`src/rtl/core/srca_pkg.sv`:
```
// ----------------------------------------------------------------------------
// srca_pkg
// Field widths, result codes, queued request type and sequence arithmetic.
// ----------------------------------------------------------------------------
package srca_pkg;

	localparam int SEQ_W    = 31;
	localparam int LEN_W    = 11;
	localparam int HANDLE_W = 16;
	localparam int STAMP_W  = 32;
	localparam int KIND_W   = 2;

	localparam logic [KIND_W-1:0] KIND_REL = 2'd0;
	localparam logic [KIND_W-1:0] KIND_ACK = 2'd1;
	localparam logic [KIND_W-1:0] KIND_END = 2'd2;

	localparam logic [SEQ_W-1:0] SEQ_MAX = {SEQ_W{1'b1}};

	typedef enum logic [1:0] {
		CLS_SEG = 2'd0,
		CLS_END = 2'd1,
		CLS_BAD = 2'd2
	} item_cls_t;

	typedef struct packed {
		logic [SEQ_W-1:0]    seq;
		logic [LEN_W-1:0]    len;
		logic [HANDLE_W-1:0] handle;
		logic [STAMP_W-1:0]  stamp;
		item_cls_t           cls;
	} item_t;

	// Saturating seq + len.
	function automatic logic [SEQ_W-1:0] advance(input logic [SEQ_W-1:0] seq,
		input logic [LEN_W-1:0] len);
		logic [SEQ_W:0] sum;
		sum = {1'b0, seq} + {{(SEQ_W+1-LEN_W){1'b0}}, len};
		return sum[SEQ_W] ? SEQ_MAX : sum[SEQ_W-1:0];
	endfunction

endpackage

```
`src/rtl/core/srca_ram.sv`:
```
// ----------------------------------------------------------------------------
// srca_ram
// Generic one-write, one-read RAM with registered read data.
// ----------------------------------------------------------------------------
module srca_ram #(
	parameter int WIDTH = 8,
	parameter int DEPTH = 32
) (
	input  logic                                  clk,
	input  logic                                  we,
	input  logic [(DEPTH > 1 ? $clog2(DEPTH) : 1)-1:0] waddr,
	input  logic [WIDTH-1:0]                      wdata,
	input  logic [(DEPTH > 1 ? $clog2(DEPTH) : 1)-1:0] raddr,
	output logic [WIDTH-1:0]                      rdata
);
	logic [WIDTH-1:0] mem_q [DEPTH];

	always_ff @(posedge clk) begin
		if (we) begin
			mem_q[waddr] <= wdata;
		end
		rdata <= mem_q[raddr];
	end
endmodule

```
`src/rtl/core/srca_front.sv`:
```
// ----------------------------------------------------------------------------
// srca_front
// Accept requests, classify them, and hold them in a two-entry queue.
// ----------------------------------------------------------------------------
module srca_front #(
	parameter int MAX_SEGMENT_BYTES = 1456
) (
	input  logic                          clk,
	input  logic                          arst_n,
	input  logic                          start,
	output logic                          busy,
	input  logic [srca_pkg::SEQ_W-1:0]    seq_number,
	input  logic [srca_pkg::LEN_W-1:0]    data_length,
	input  logic [srca_pkg::HANDLE_W-1:0] payload_handle,
	input  logic [srca_pkg::STAMP_W-1:0]  tx_stamp,
	output logic                          q_valid,
	output srca_pkg::item_t               q_item,
	input  logic                          q_pop
);
	srca_pkg::item_t fifo_q [2];
	logic            wr_ptr_q, rd_ptr_q;
	logic [1:0]      count_q;
	logic            done_q;
	logic            take, push;
	srca_pkg::item_t item;

	assign busy    = (count_q == 2'd2);
	assign take    = start && !busy;
	assign push    = take && !done_q;
	assign q_valid = (count_q != 2'd0);
	assign q_item  = fifo_q[rd_ptr_q];

	always_comb begin
		item.seq    = seq_number;
		item.len    = data_length;
		item.handle = payload_handle;
		item.stamp  = tx_stamp;
		if (data_length == '0) begin
			item.cls = srca_pkg::CLS_END;
		end else if (data_length > srca_pkg::LEN_W'(MAX_SEGMENT_BYTES)) begin
			item.cls = srca_pkg::CLS_BAD;
		end else begin
			item.cls = srca_pkg::CLS_SEG;
		end
	end

	always_ff @(posedge clk) begin
		if (push) begin
			fifo_q[wr_ptr_q] <= item;
		end
	end

	always_ff @(posedge clk or negedge arst_n) begin
		if (!arst_n) begin
			wr_ptr_q <= 1'b0;
			rd_ptr_q <= 1'b0;
			count_q  <= 2'd0;
			done_q   <= 1'b0;
		end else begin
			// drop everything after end of stream
			if (push && data_length == '0) begin
				done_q <= 1'b1;
			end
			if (push) begin
				wr_ptr_q <= !wr_ptr_q;
			end
			if (q_pop && q_valid) begin
				rd_ptr_q <= !rd_ptr_q;
			end
			count_q <= count_q + {1'b0, push} - {1'b0, q_pop && q_valid};
		end
	end
endmodule

```
`src/rtl/core/srca_back.sv`:
```
// ----------------------------------------------------------------------------
// srca_back
// Park, release and acknowledge segments; drive the result registers.
// ----------------------------------------------------------------------------
module srca_back #(
	parameter int SLOTS = 32
) (
	input  logic                          clk,
	input  logic                          arst_n,
	input  logic                          q_valid,
	input  srca_pkg::item_t               q_item,
	output logic                          q_pop,
	output logic                          strobe,
	output logic [srca_pkg::KIND_W-1:0]   result_kind,
	output logic [srca_pkg::SEQ_W-1:0]    position,
	output logic [srca_pkg::LEN_W-1:0]    released_length,
	output logic [srca_pkg::HANDLE_W-1:0] released_handle,
	output logic [srca_pkg::STAMP_W-1:0]  echo_stamp,
	output logic                          last_of_run
);
	localparam int IDX_W = SLOTS > 1 ? $clog2(SLOTS) : 1;
	localparam int RAM_W = srca_pkg::LEN_W + srca_pkg::HANDLE_W;

	typedef enum logic [3:0] {
		ST_IDLE  = 4'b0001,
		ST_CLASS = 4'b0010,
		ST_MATCH = 4'b0100,
		ST_READ  = 4'b1000
	} state_t;

	state_t                      state_q;
	srca_pkg::item_t             cur_q;
	logic [srca_pkg::SEQ_W-1:0]  expected_q;
	logic [SLOTS-1:0]            valid_q;
	logic [srca_pkg::SEQ_W-1:0]  slot_seq_q [SLOTS];
	logic [IDX_W-1:0]            hit_idx_q;

	logic                        dup, has_free, has_match;
	logic [IDX_W-1:0]            free_idx, match_idx;
	logic                        ram_we;
	logic [RAM_W-1:0]            ram_rdata;
	logic [srca_pkg::LEN_W-1:0]  rd_len;
	logic [srca_pkg::HANDLE_W-1:0] rd_handle;

	// parallel compare across all slots
	always_comb begin
		dup       = 1'b0;
		has_free  = 1'b0;
		has_match = 1'b0;
		free_idx  = '0;
		match_idx = '0;
		for (int i = SLOTS - 1; i >= 0; i--) begin
			if (valid_q[i] && slot_seq_q[i] == cur_q.seq) begin
				dup = 1'b1;
			end
			if (!valid_q[i]) begin
				has_free = 1'b1;
				free_idx = IDX_W'(i);
			end
			if (valid_q[i] && slot_seq_q[i] == expected_q) begin
				has_match = 1'b1;
				match_idx = IDX_W'(i);
			end
		end
	end

	assign q_pop  = (state_q == ST_IDLE) && q_valid;
	assign ram_we = (state_q == ST_CLASS) && (cur_q.cls == srca_pkg::CLS_SEG)
		&& (cur_q.seq > expected_q) && !dup && has_free;
	assign {rd_len, rd_handle} = ram_rdata;

	srca_ram #(.WIDTH(RAM_W), .DEPTH(SLOTS)) u_ram (
		.clk   (clk),
		.we    (ram_we),
		.waddr (free_idx),
		.wdata ({cur_q.len, cur_q.handle}),
		.raddr (match_idx),
		.rdata (ram_rdata)
	);

	always_ff @(posedge clk) begin
		if (q_pop) begin
			cur_q <= q_item;
		end
		if (ram_we) begin
			slot_seq_q[free_idx] <= cur_q.seq;
		end
		if (state_q == ST_MATCH) begin
			hit_idx_q <= match_idx;
		end
	end

	always_ff @(posedge clk or negedge arst_n) begin
		if (!arst_n) begin
			state_q         <= ST_IDLE;
			expected_q      <= '0;
			valid_q         <= '0;
			strobe          <= 1'b0;
			result_kind     <= srca_pkg::KIND_REL;
			position        <= '0;
			released_length <= '0;
			released_handle <= '0;
			echo_stamp      <= '0;
			last_of_run     <= 1'b0;
		end else begin
			if (ram_we) begin
				valid_q[free_idx] <= 1'b1;
			end
			unique case (state_q)
				ST_IDLE: begin
					strobe <= 1'b0;
					if (q_valid) begin
						state_q <= ST_CLASS;
					end
				end
				ST_CLASS: begin
					strobe <= 1'b1;
					if (cur_q.cls == srca_pkg::CLS_END) begin
						result_kind     <= srca_pkg::KIND_END;
						position        <= expected_q;
						released_length <= '0;
						released_handle <= '0;
						echo_stamp      <= '0;
						last_of_run     <= 1'b1;
						state_q         <= ST_IDLE;
					end else if (cur_q.cls == srca_pkg::CLS_SEG
						&& cur_q.seq == expected_q) begin
						result_kind     <= srca_pkg::KIND_REL;
						position        <= cur_q.seq;
						released_length <= cur_q.len;
						released_handle <= cur_q.handle;
						echo_stamp      <= '0;
						last_of_run     <= 1'b0;
						expected_q      <= srca_pkg::advance(cur_q.seq, cur_q.len);
						state_q         <= ST_MATCH;
					end else begin
						result_kind     <= srca_pkg::KIND_ACK;
						position        <= expected_q;
						released_length <= '0;
						released_handle <= '0;
						echo_stamp      <= cur_q.stamp;
						last_of_run     <= 1'b1;
						state_q         <= ST_IDLE;
					end
				end
				ST_MATCH: begin
					if (has_match) begin
						strobe  <= 1'b0;
						state_q <= ST_READ;
					end else begin
						strobe          <= 1'b1;
						result_kind     <= srca_pkg::KIND_ACK;
						position        <= expected_q;
						released_length <= '0;
						released_handle <= '0;
						echo_stamp      <= cur_q.stamp;
						last_of_run     <= 1'b1;
						state_q         <= ST_IDLE;
					end
				end
				ST_READ: begin
					// matched slot seq equals expected_q
					strobe             <= 1'b1;
					result_kind        <= srca_pkg::KIND_REL;
					position           <= expected_q;
					released_length    <= rd_len;
					released_handle    <= rd_handle;
					echo_stamp         <= '0;
					last_of_run        <= 1'b0;
					expected_q         <= srca_pkg::advance(expected_q, rd_len);
					valid_q[hit_idx_q] <= 1'b0;
					state_q            <= ST_MATCH;
				end
				default: begin
					strobe  <= 1'b0;
					state_q <= ST_IDLE;
				end
			endcase
		end
	end
endmodule

```
`src/rtl/core/segment_reorder_cumulative_ack_core.sv`:
```
// ----------------------------------------------------------------------------
// segment_reorder_cumulative_ack_core
// Receive reorder buffer with in-order release and cumulative ack.
// ----------------------------------------------------------------------------
// Usage:
//   Requests enter on start/busy: a segment descriptor is taken at a rising
//   edge with start high and busy low. busy rises only when the two-entry
//   request queue is full.
//   Results leave on strobe, at most one per cycle, each valid for exactly
//   one cycle; the receiver cannot stall them. A request yields zero or
//   more released segments and then one ack (or a single end-of-stream
//   result); last_of_run marks its final result. Requests after end of
//   stream are taken and dropped without result.
//   The back end takes the next queued request only after the final result
//   of the previous one is registered; each buffered segment released by
//   the chain needs a slot compare, then the registered read of the
//   length/handle RAM.
//   Reset: arst_n clears the expected sequence, the end-of-stream flag, all
//   slot valid bits and the queue. Slot contents need no clearing.
// ----------------------------------------------------------------------------
module segment_reorder_cumulative_ack_core #(
	parameter int BUFFER_SLOTS      = 32,
	parameter int MAX_SEGMENT_BYTES = 1456
) (
	input  logic                          clk,
	input  logic                          arst_n,
	input  logic                          start,
	output logic                          busy,
	input  logic [srca_pkg::SEQ_W-1:0]    seq_number,
	input  logic [srca_pkg::LEN_W-1:0]    data_length,
	input  logic [srca_pkg::HANDLE_W-1:0] payload_handle,
	input  logic [srca_pkg::STAMP_W-1:0]  tx_stamp,
	output logic                          strobe,
	output logic [srca_pkg::KIND_W-1:0]   result_kind,
	output logic [srca_pkg::SEQ_W-1:0]    position,
	output logic [srca_pkg::LEN_W-1:0]    released_length,
	output logic [srca_pkg::HANDLE_W-1:0] released_handle,
	output logic [srca_pkg::STAMP_W-1:0]  echo_stamp,
	output logic                          last_of_run
);
	logic            q_valid, q_pop;
	srca_pkg::item_t q_item;

	// front: classify and queue requests
	srca_front #(.MAX_SEGMENT_BYTES(MAX_SEGMENT_BYTES)) u_front (
		.clk            (clk),
		.arst_n         (arst_n),
		.start          (start),
		.busy           (busy),
		.seq_number     (seq_number),
		.data_length    (data_length),
		.payload_handle (payload_handle),
		.tx_stamp       (tx_stamp),
		.q_valid        (q_valid),
		.q_item         (q_item),
		.q_pop          (q_pop)
	);

	// back: park, chain-release and ack
	srca_back #(.SLOTS(BUFFER_SLOTS)) u_back (
		.clk             (clk),
		.arst_n          (arst_n),
		.q_valid         (q_valid),
		.q_item          (q_item),
		.q_pop           (q_pop),
		.strobe          (strobe),
		.result_kind     (result_kind),
		.position        (position),
		.released_length (released_length),
		.released_handle (released_handle),
		.echo_stamp      (echo_stamp),
		.last_of_run     (last_of_run)
	);
endmodule

```
`config.mk`:
```
export PLATFORM = sky130hd
export DESIGN_NAME = segment_reorder_cumulative_ack_core
export DESIGN_NICKNAME = d
export VERILOG_FILES = /design/src/rtl/core/srca_pkg.sv /design/src/rtl/core/srca_ram.sv /design/src/rtl/core/srca_front.sv /design/src/rtl/core/srca_back.sv /design/src/rtl/core/segment_reorder_cumulative_ack_core.sv
export SDC_FILE = /design/constraint.sdc
export NUM_CORES = 2
export LEC_CHECK = 0
export BUFFER_PORTS_ARGS = -buffer_cell sky130_fd_sc_hd__buf_4
export CAP_MARGIN = 15
export CORE_UTILIZATION = 60
export DETAILED_ROUTE_END_ITERATION = 8
export PLACE_DENSITY = 0.8
export SYNTH_ARGS = -nofsm -noshare
export SYNTH_HDL_FRONTEND = slang
export SYNTH_SLANG_ARGS = --single-unit
```
`constraint.sdc`:
```
create_clock -name clk -period 19.3 [get_ports clk]
set_input_delay 3.86 -clock clk [delete_from_list [all_inputs] [get_ports clk]]
set_output_delay 3.86 -clock clk [all_outputs]
set_load 0.05 [all_outputs]
```
[Yosys cells after proc, flatten, opt, wreduce, memory -nomap -nowiden]
Memories as Yosys holds them, arrays and structs flattened. A register that Yosys moved wholly into a read port is not among the register bits.
Index checks and enable logic that the tools add are counted.
Operators by class
  $add $sub $neg: 4
  order comparisons: 6
  eq/ne operators: 75
  multiplexer cells: 208
  bitwise operators: 3
  reduce and logical (&&, ||, !) cells: 89
Operators with widths (number)
  $eq 31x31->1: 65
  $mux 5: 64
  $mux 31: 7
  $mux 32: 5
  $mux 1: 107
  $pmux 32 s3: 1
  $pmux 31 s3: 1
  $logic_and 1x1->1: 76
  $add 31x11->32: 2
  $pmux 31 s2: 1
  $mux 16: 3
  $pmux 16 s3: 1
  $mux 11: 3
  $pmux 11 s3: 1
  $and 32x32->32: 1
  $not 32->32: 1
  $or 32x32->32: 1
  $gt 31x31->1: 1
  $pmux 4 s4: 1
  $lt 5x6->1 const B: 2
  $mux 4: 3
  $gt 11x11->1 const B: 1
  $logic_not 11->1: 1
  $demux 1 s5: 2
  23 further kinds: 34
Storage, ports and cells
  register bits after elaboration: 171
  bits in writable memories: 2040
  input port bits: 93
  word-level logic and storage cells: 403
  memories kept: 3
Memories
  u_back.slot_seq_q: words 32, bits a word 31, read ports 32, clocked after Yosys merged registers in 0, write ports 1, RTL line srca_back.sv:35  | logic [srca_pkg::SEQ_W-1:0] slot_seq_q [SLOTS];
  u_back.u_ram.mem_q: words 32, bits a word 27, read ports 1, clocked after Yosys merged registers in 1, write ports 1, RTL line srca_ram.sv:16  | logic [WIDTH-1:0] mem_q [DEPTH];
  u_front.fifo_q: words 2, bits a word 92, read ports 1, clocked after Yosys merged registers in 1, write ports 1, RTL line srca_front.sv:20  | srca_pkg::item_t fifo_q [2];

[Longest topological paths before layout]
An unclocked memory read counts as a cell.
  depth after elaboration: 41
  gate-level depth with buffers: 19
  mapped depth without buffers: 16

[Hierarchy]
Synthesis repeated with hierarchy kept, for this count alone.
Unflattened totals
  cells, all modules: 7799
  area total of the unflattened synthesis: 110196.9 um2
By module, submodules not included
  srca_back: times used 1, cells an instance 5567, area each 69041.2 um2
  srca_ram: times used 1, cells an instance 1915, area each 34221.6 um2
  srca_front: times used 1, cells an instance 317, area each 6934.2 um2

[Least setup slack after synthesis]
OpenSTA, ideal clock, no wires.
  kind: register -> register
  start: register u_back.state_q[3]
  end: register u_front.count_q[1]
  data arrival time: 11.135 ns
  data required time: 19.220 ns
  path slack: 8.085 ns
  cell stages (with the launch flop): 8
  clock period less this slack: 11.215 ns
  cells stage by stage: dfrtp_1 -> nor2_1 -> nor4bb_1 -> ha_1 -> inv_1 -> ha_1 -> xnor2_1 -> xnor2_1
On the way
  cells in the longest elaborated chain, start to end: 4
Ends and longest elaborated chain
  from (decl): RTL line srca_back.sv:31  | state_t state_q;
  from (signal assigned): RTL line srca_back.sv:95  | state_q <= ST_IDLE;
  from (signal assigned): RTL line srca_back.sv:113  | state_q <= ST_CLASS;
  from (signal assigned): RTL line srca_back.sv:125  | state_q <= ST_IDLE;
  $eq 4x1->1: RTL line srca_back.sv:67  | assign q_pop = (state_q == ST_IDLE) && q_valid;
  $logic_and 1x1->1: RTL line srca_back.sv:67
  via q_pop: RTL line segment_reorder_cumulative_ack_core.sv:41  | logic q_valid, q_pop;
  $logic_and 1x1->1: RTL line srca_front.sv:70  | count_q <= count_q + {1'b0, push} - {1'b0, q_pop && q_valid};
  $sub 2x1->2: RTL line srca_front.sv:70
  to (signal assigned): RTL line srca_front.sv:70
  to (decl): RTL line srca_front.sv:22  | logic [1:0] count_q;
The timed path passes the listed nets, and every way through them passes these cells.
A chain may end at the register's enable or synchronous reset.

[Worst setup path after layout]
  start: register u_back.expected_q[24] (netlist bit)
  end: register u_back.u_ram.rdata[7], read port of u_back.u_ram.mem_q
On the way
  cells in the longest elaborated chain, start to end: 34
  elaborated cells on any way between the ends: 96
  classes of those cells: 32 x eq/ne; 32 x mux; 32 x reduce/logical
Ends and longest elaborated chain
  from (decl): RTL line srca_back.sv:33  | logic [srca_pkg::SEQ_W-1:0] expected_q;
  from (signal assigned): RTL line srca_back.sv:134  | expected_q <= srca_pkg::advance(cur_q.seq, cur_q.len);
  from (signal assigned): RTL line srca_back.sv:170  | expected_q <= srca_pkg::advance(expected_q, rd_len);
  $eq 31x31->1: RTL line srca_back.sv:60  | if (valid_q[i] && slot_seq_q[i] == expected_q) begin
  $logic_and 1x1->1: RTL line srca_back.sv:60
  $mux 5 (31 in series): RTL line srca_back.sv:60
  $mux 5 (*): RTL line srca_back.sv:60
  to (decl): RTL line srca_ram.sv:14  | output logic [WIDTH-1:0] rdata
Every way passes the cells marked *; elsewhere a longest branch is shown, timed or not.

==> flow_summary_export.csv <==
group,metric,value,unit
run_status,outcome,"completed",
timing,fin_crit,8560,ps
yosys,ys_seq_area_frac,0.626,
global_route,antenna_found_initial,14,
placement,gp_congestion,1.02,
drt,drc_errors,0,
cts,cts_tree,"built",
drt,wire_per_inst,35.5,µm
yosys,synth.distinct_cells,99,
yosys,synth-edff-count,2137,
critical_path,critPathCaptureType,"register",
cts,numCtsBuffers,227,
placement,port_buffers,187,
floorplanning,chipHeight,430,µm
cts,clockRootBuffer,"clkbuf_16",
yosys,async_flop_share,0.0712,
yosys,synthTopCellsByArea,"edfxtp_1, xnor2_1, nand4_1",
placement,dp_cells,10300,
yosys,synth_cells,7949,
cts,clk_pin_slew_worst_paths,60,ps
floorplanning,rows,156,
critical_path,crit_required,20090,ps
timing,min_period_over_period,0.444,
global_route,grt_start_max_net_pins,169,
timing,fin_tns_setup,0,ps
power_and_ir_drop,cellLeakagePower,38.7,nW
cts,cts_resized,0,
drt,dr.pass1.iters,8,
global_route,grt_pass1_vias,73700,
drt,vias_per_cell,7.00,
yosys,synth_top_area_cell,"edfxtp_1",
critical_path,reg2reg_depth,16,
critical_path,setup.worst_path.start_class,"register",
timing,worst_pin_slew,1250,ps
critical_path,endpoint,"u_back.u_ram.rdata[7]",
flow_run,drv.max_cap_violation_count,0,
yosys,yosysTopAreaCellShare,0.584,
critical_path,rrSetupSlack,10740,ps
global_route,grt_pass1_wl,535,mm
placement,post-dp-hpwl,229,mm
critical_path,worst_r2r_endpoint,"u_back.u_ram.rdata[7]",
yosys,avgSynthCellArea,13.8,µm²
power_and_ir_drop,power.density,123,mW/mm²
cts,cts-hold-fix-buffers,0,
drt,drtAntennaViolNets,0,
yosys,synth_common_cells,"edfxtp_1, xnor2_1, nand4_1, nand2_1, mux2i_1",
floorplanning,floorplan.initialDensity,0.606,
cts,cts_buffer_depth,3,
critical_path,r2r-start,"u_back.expected_q[24]",
cells_and_area,drive_gt1_frac,0.124,
timing,worst_hold_slack,429,ps
cts,cts_htree_levels,4,
yosys,ys.warnings.count,0,
timing,final-max-slew-violation-count,0,
timing,setup-violations-final,0,
timing,slew_headroom,0.161,
power_and_ir_drop,peakVddDrop,0.000205,V
drt,drt_iter0_markers,12500,
critical_path,cp.arrival,9350,ps
worst_hold_path,hold_class,"register to register",
global_route,globalRoute.totalOverflow,0,
floorplanning,die_area,0.185,mm²
timing,rsz0062_at_grt,"false",
floorplanning,core,0.181,mm²
cells_and_area,syn_to_final_growth,11.8,%
cts,clock_sinks,2330,
yosys,synthesis.area,0.110,mm²
yosys,synthFlopType,"edfxtp_1",
critical_path,crit_path_max_fanout,168,
timing,fin_skew,96.5,ps
timing,fmaxAchievable,0.117,GHz
cts,clock_latency,940,ps
critical_path,path_class,"register to register",
timing,final_hold_viol_count,0,
cells_and_area,final_nets,8331,
yosys,synth_seq_cells,2330,
cts,cts_setup_buffers,0,
yosys,synth_most_common_cell,"edfxtp_1",
global_route,grt_use_total,0.407,
floorplanning,die_x,430,µm
yosys,synthesis.nets,8099,
cells_and_area,instances_no_fill,10800,
drt,vias,75300,
critical_path,crit_start,"u_back.expected_q[24]",
drt,wirelength,382,mm
floorplanning,pin_count,188,
## metrics by stage
stage | area [µm²] | setup WS (ps) | util | power [mW]
5_1_grt | 123000 | 10750 | 0.678 | 15.4
6_report | 123000 | 10740 | 0.678 | 15.1
3_3_place_gp | 115000 | 11350 | 0.633 | 10.3
2_1_floorplan | 110000 | 8080 | - | 8.82
3_5_place_dp | 115000 | 11230 | 0.634 | 10.4
4_1_cts | 123000 | 11000 | 0.677 | 15.0
## metal layers
layer  share of wire  GRT usage  up-vias
met5        0.000089          0        -
met4           0.079      0.263        4
met3            0.13     0.0900     1503
met2            0.44      0.616     6240
met1            0.36      0.535    37200
li1                -          -    30300
## worst min path at each step
stage                          start               endpoint  depth (start not counted)
floorplan            u_back.cur_q[2]   u_back.echo_stamp[0]                          1
global placement    u_back.cur_q[11]   u_back.echo_stamp[9]                          1
detailed placement  u_back.cur_q[12]  u_back.echo_stamp[10]                          1
CTS                 u_back.cur_q[31]  u_back.echo_stamp[29]                          1
global route        u_back.cur_q[31]  u_back.echo_stamp[29]                          1
finish              u_back.cur_q[31]  u_back.echo_stamp[29]                          1
## cell families (layout without fill, tap and decap cells)
logic type | after synthesis | after routing | synth area share
compound gates | 673 | 673 | 0.0426
xor+xnor | 1999 | 1999 | 0.159
fa+ha+maj | 57 | 57 | 0.00662
buf+inv | 502 | 934 | 0.0211
flops | 2330 | 2330 | 0.626
mux | 508 | 508 | 0.0481
other cells | 0 | 5 | 0
simple gates | 1880 | 1880 | 0.0959
## critical path: stages (launching register included)
cell and delay (ps):
dfrtp_4 650, buf_4 740, inv_1 320, a2111o_1 440, a2111oi_0 580, nand3_1 310, o211a_1 240, o311ai_2 540
a2111oi_4 200, nor3b_4 720, buf_12 740, buf_4 890, buf_4 690, mux2_2 410, a22o_1 230, nor4b_1 370
nand2_1 90
## placed cells by master (no fill, tap or decap), drive strengths merged, types with 21 or more instances in the layout
cell type	count
edfxtp	2137
xnor2	1729
nand4	672
buf	418
nand2	372
mux2i	348
clkbuf	288
xor2	270
nor4	234
nor2	178
dfrtp	165
mux2	160
o21ai	147
a21oi	128
nand3	123
clkinv	94
inv	87
nand2b	60
a22o	58
ha	55
a22oi	42
nor4b	40
o22ai	38
bufinv	35
nor3	35
a221oi	31
o221ai	27
dfxtp	27
a222oi	26
a21o	24
or3b	23
a2bb2oi	21
nor2b	21
## sequential cells by signal, summed over array words and instances (netlist names), 11 cells and up
name                    cells
u_back.echo_stamp          32
u_back.expected_q          31
u_back.released_handle     16
u_back.position            31
u_front.fifo_q            184
u_back.u_ram.rdata         27
u_back.valid_q             32
u_back.slot_seq_q         992
u_back.u_ram.mem_q        864
u_back.released_length     11
u_back.cur_q               92
## cell type report
type / count / area [µm²]
diodes: 5 / 12.5
clock buffers: 286 / 6030
clock inverters: 143 / 1930
fillers: 12200 / 58300
inverters: 85 / 319
multi-input cells: 5117 / 39200
flip-flops and latches: 2330 / 69000
well taps: 2370 / 2970
repair buffers: 420 / 3580
## where the power goes
group | internal (mW) | switching, mW
Combinational | 1.13 | 2.62
Sequential | 6.40 | 0.264
Clock | 2.70 | 2.03
Total | 10.2 | 4.91
Note: power is estimated with default switching activity, not from simulation.
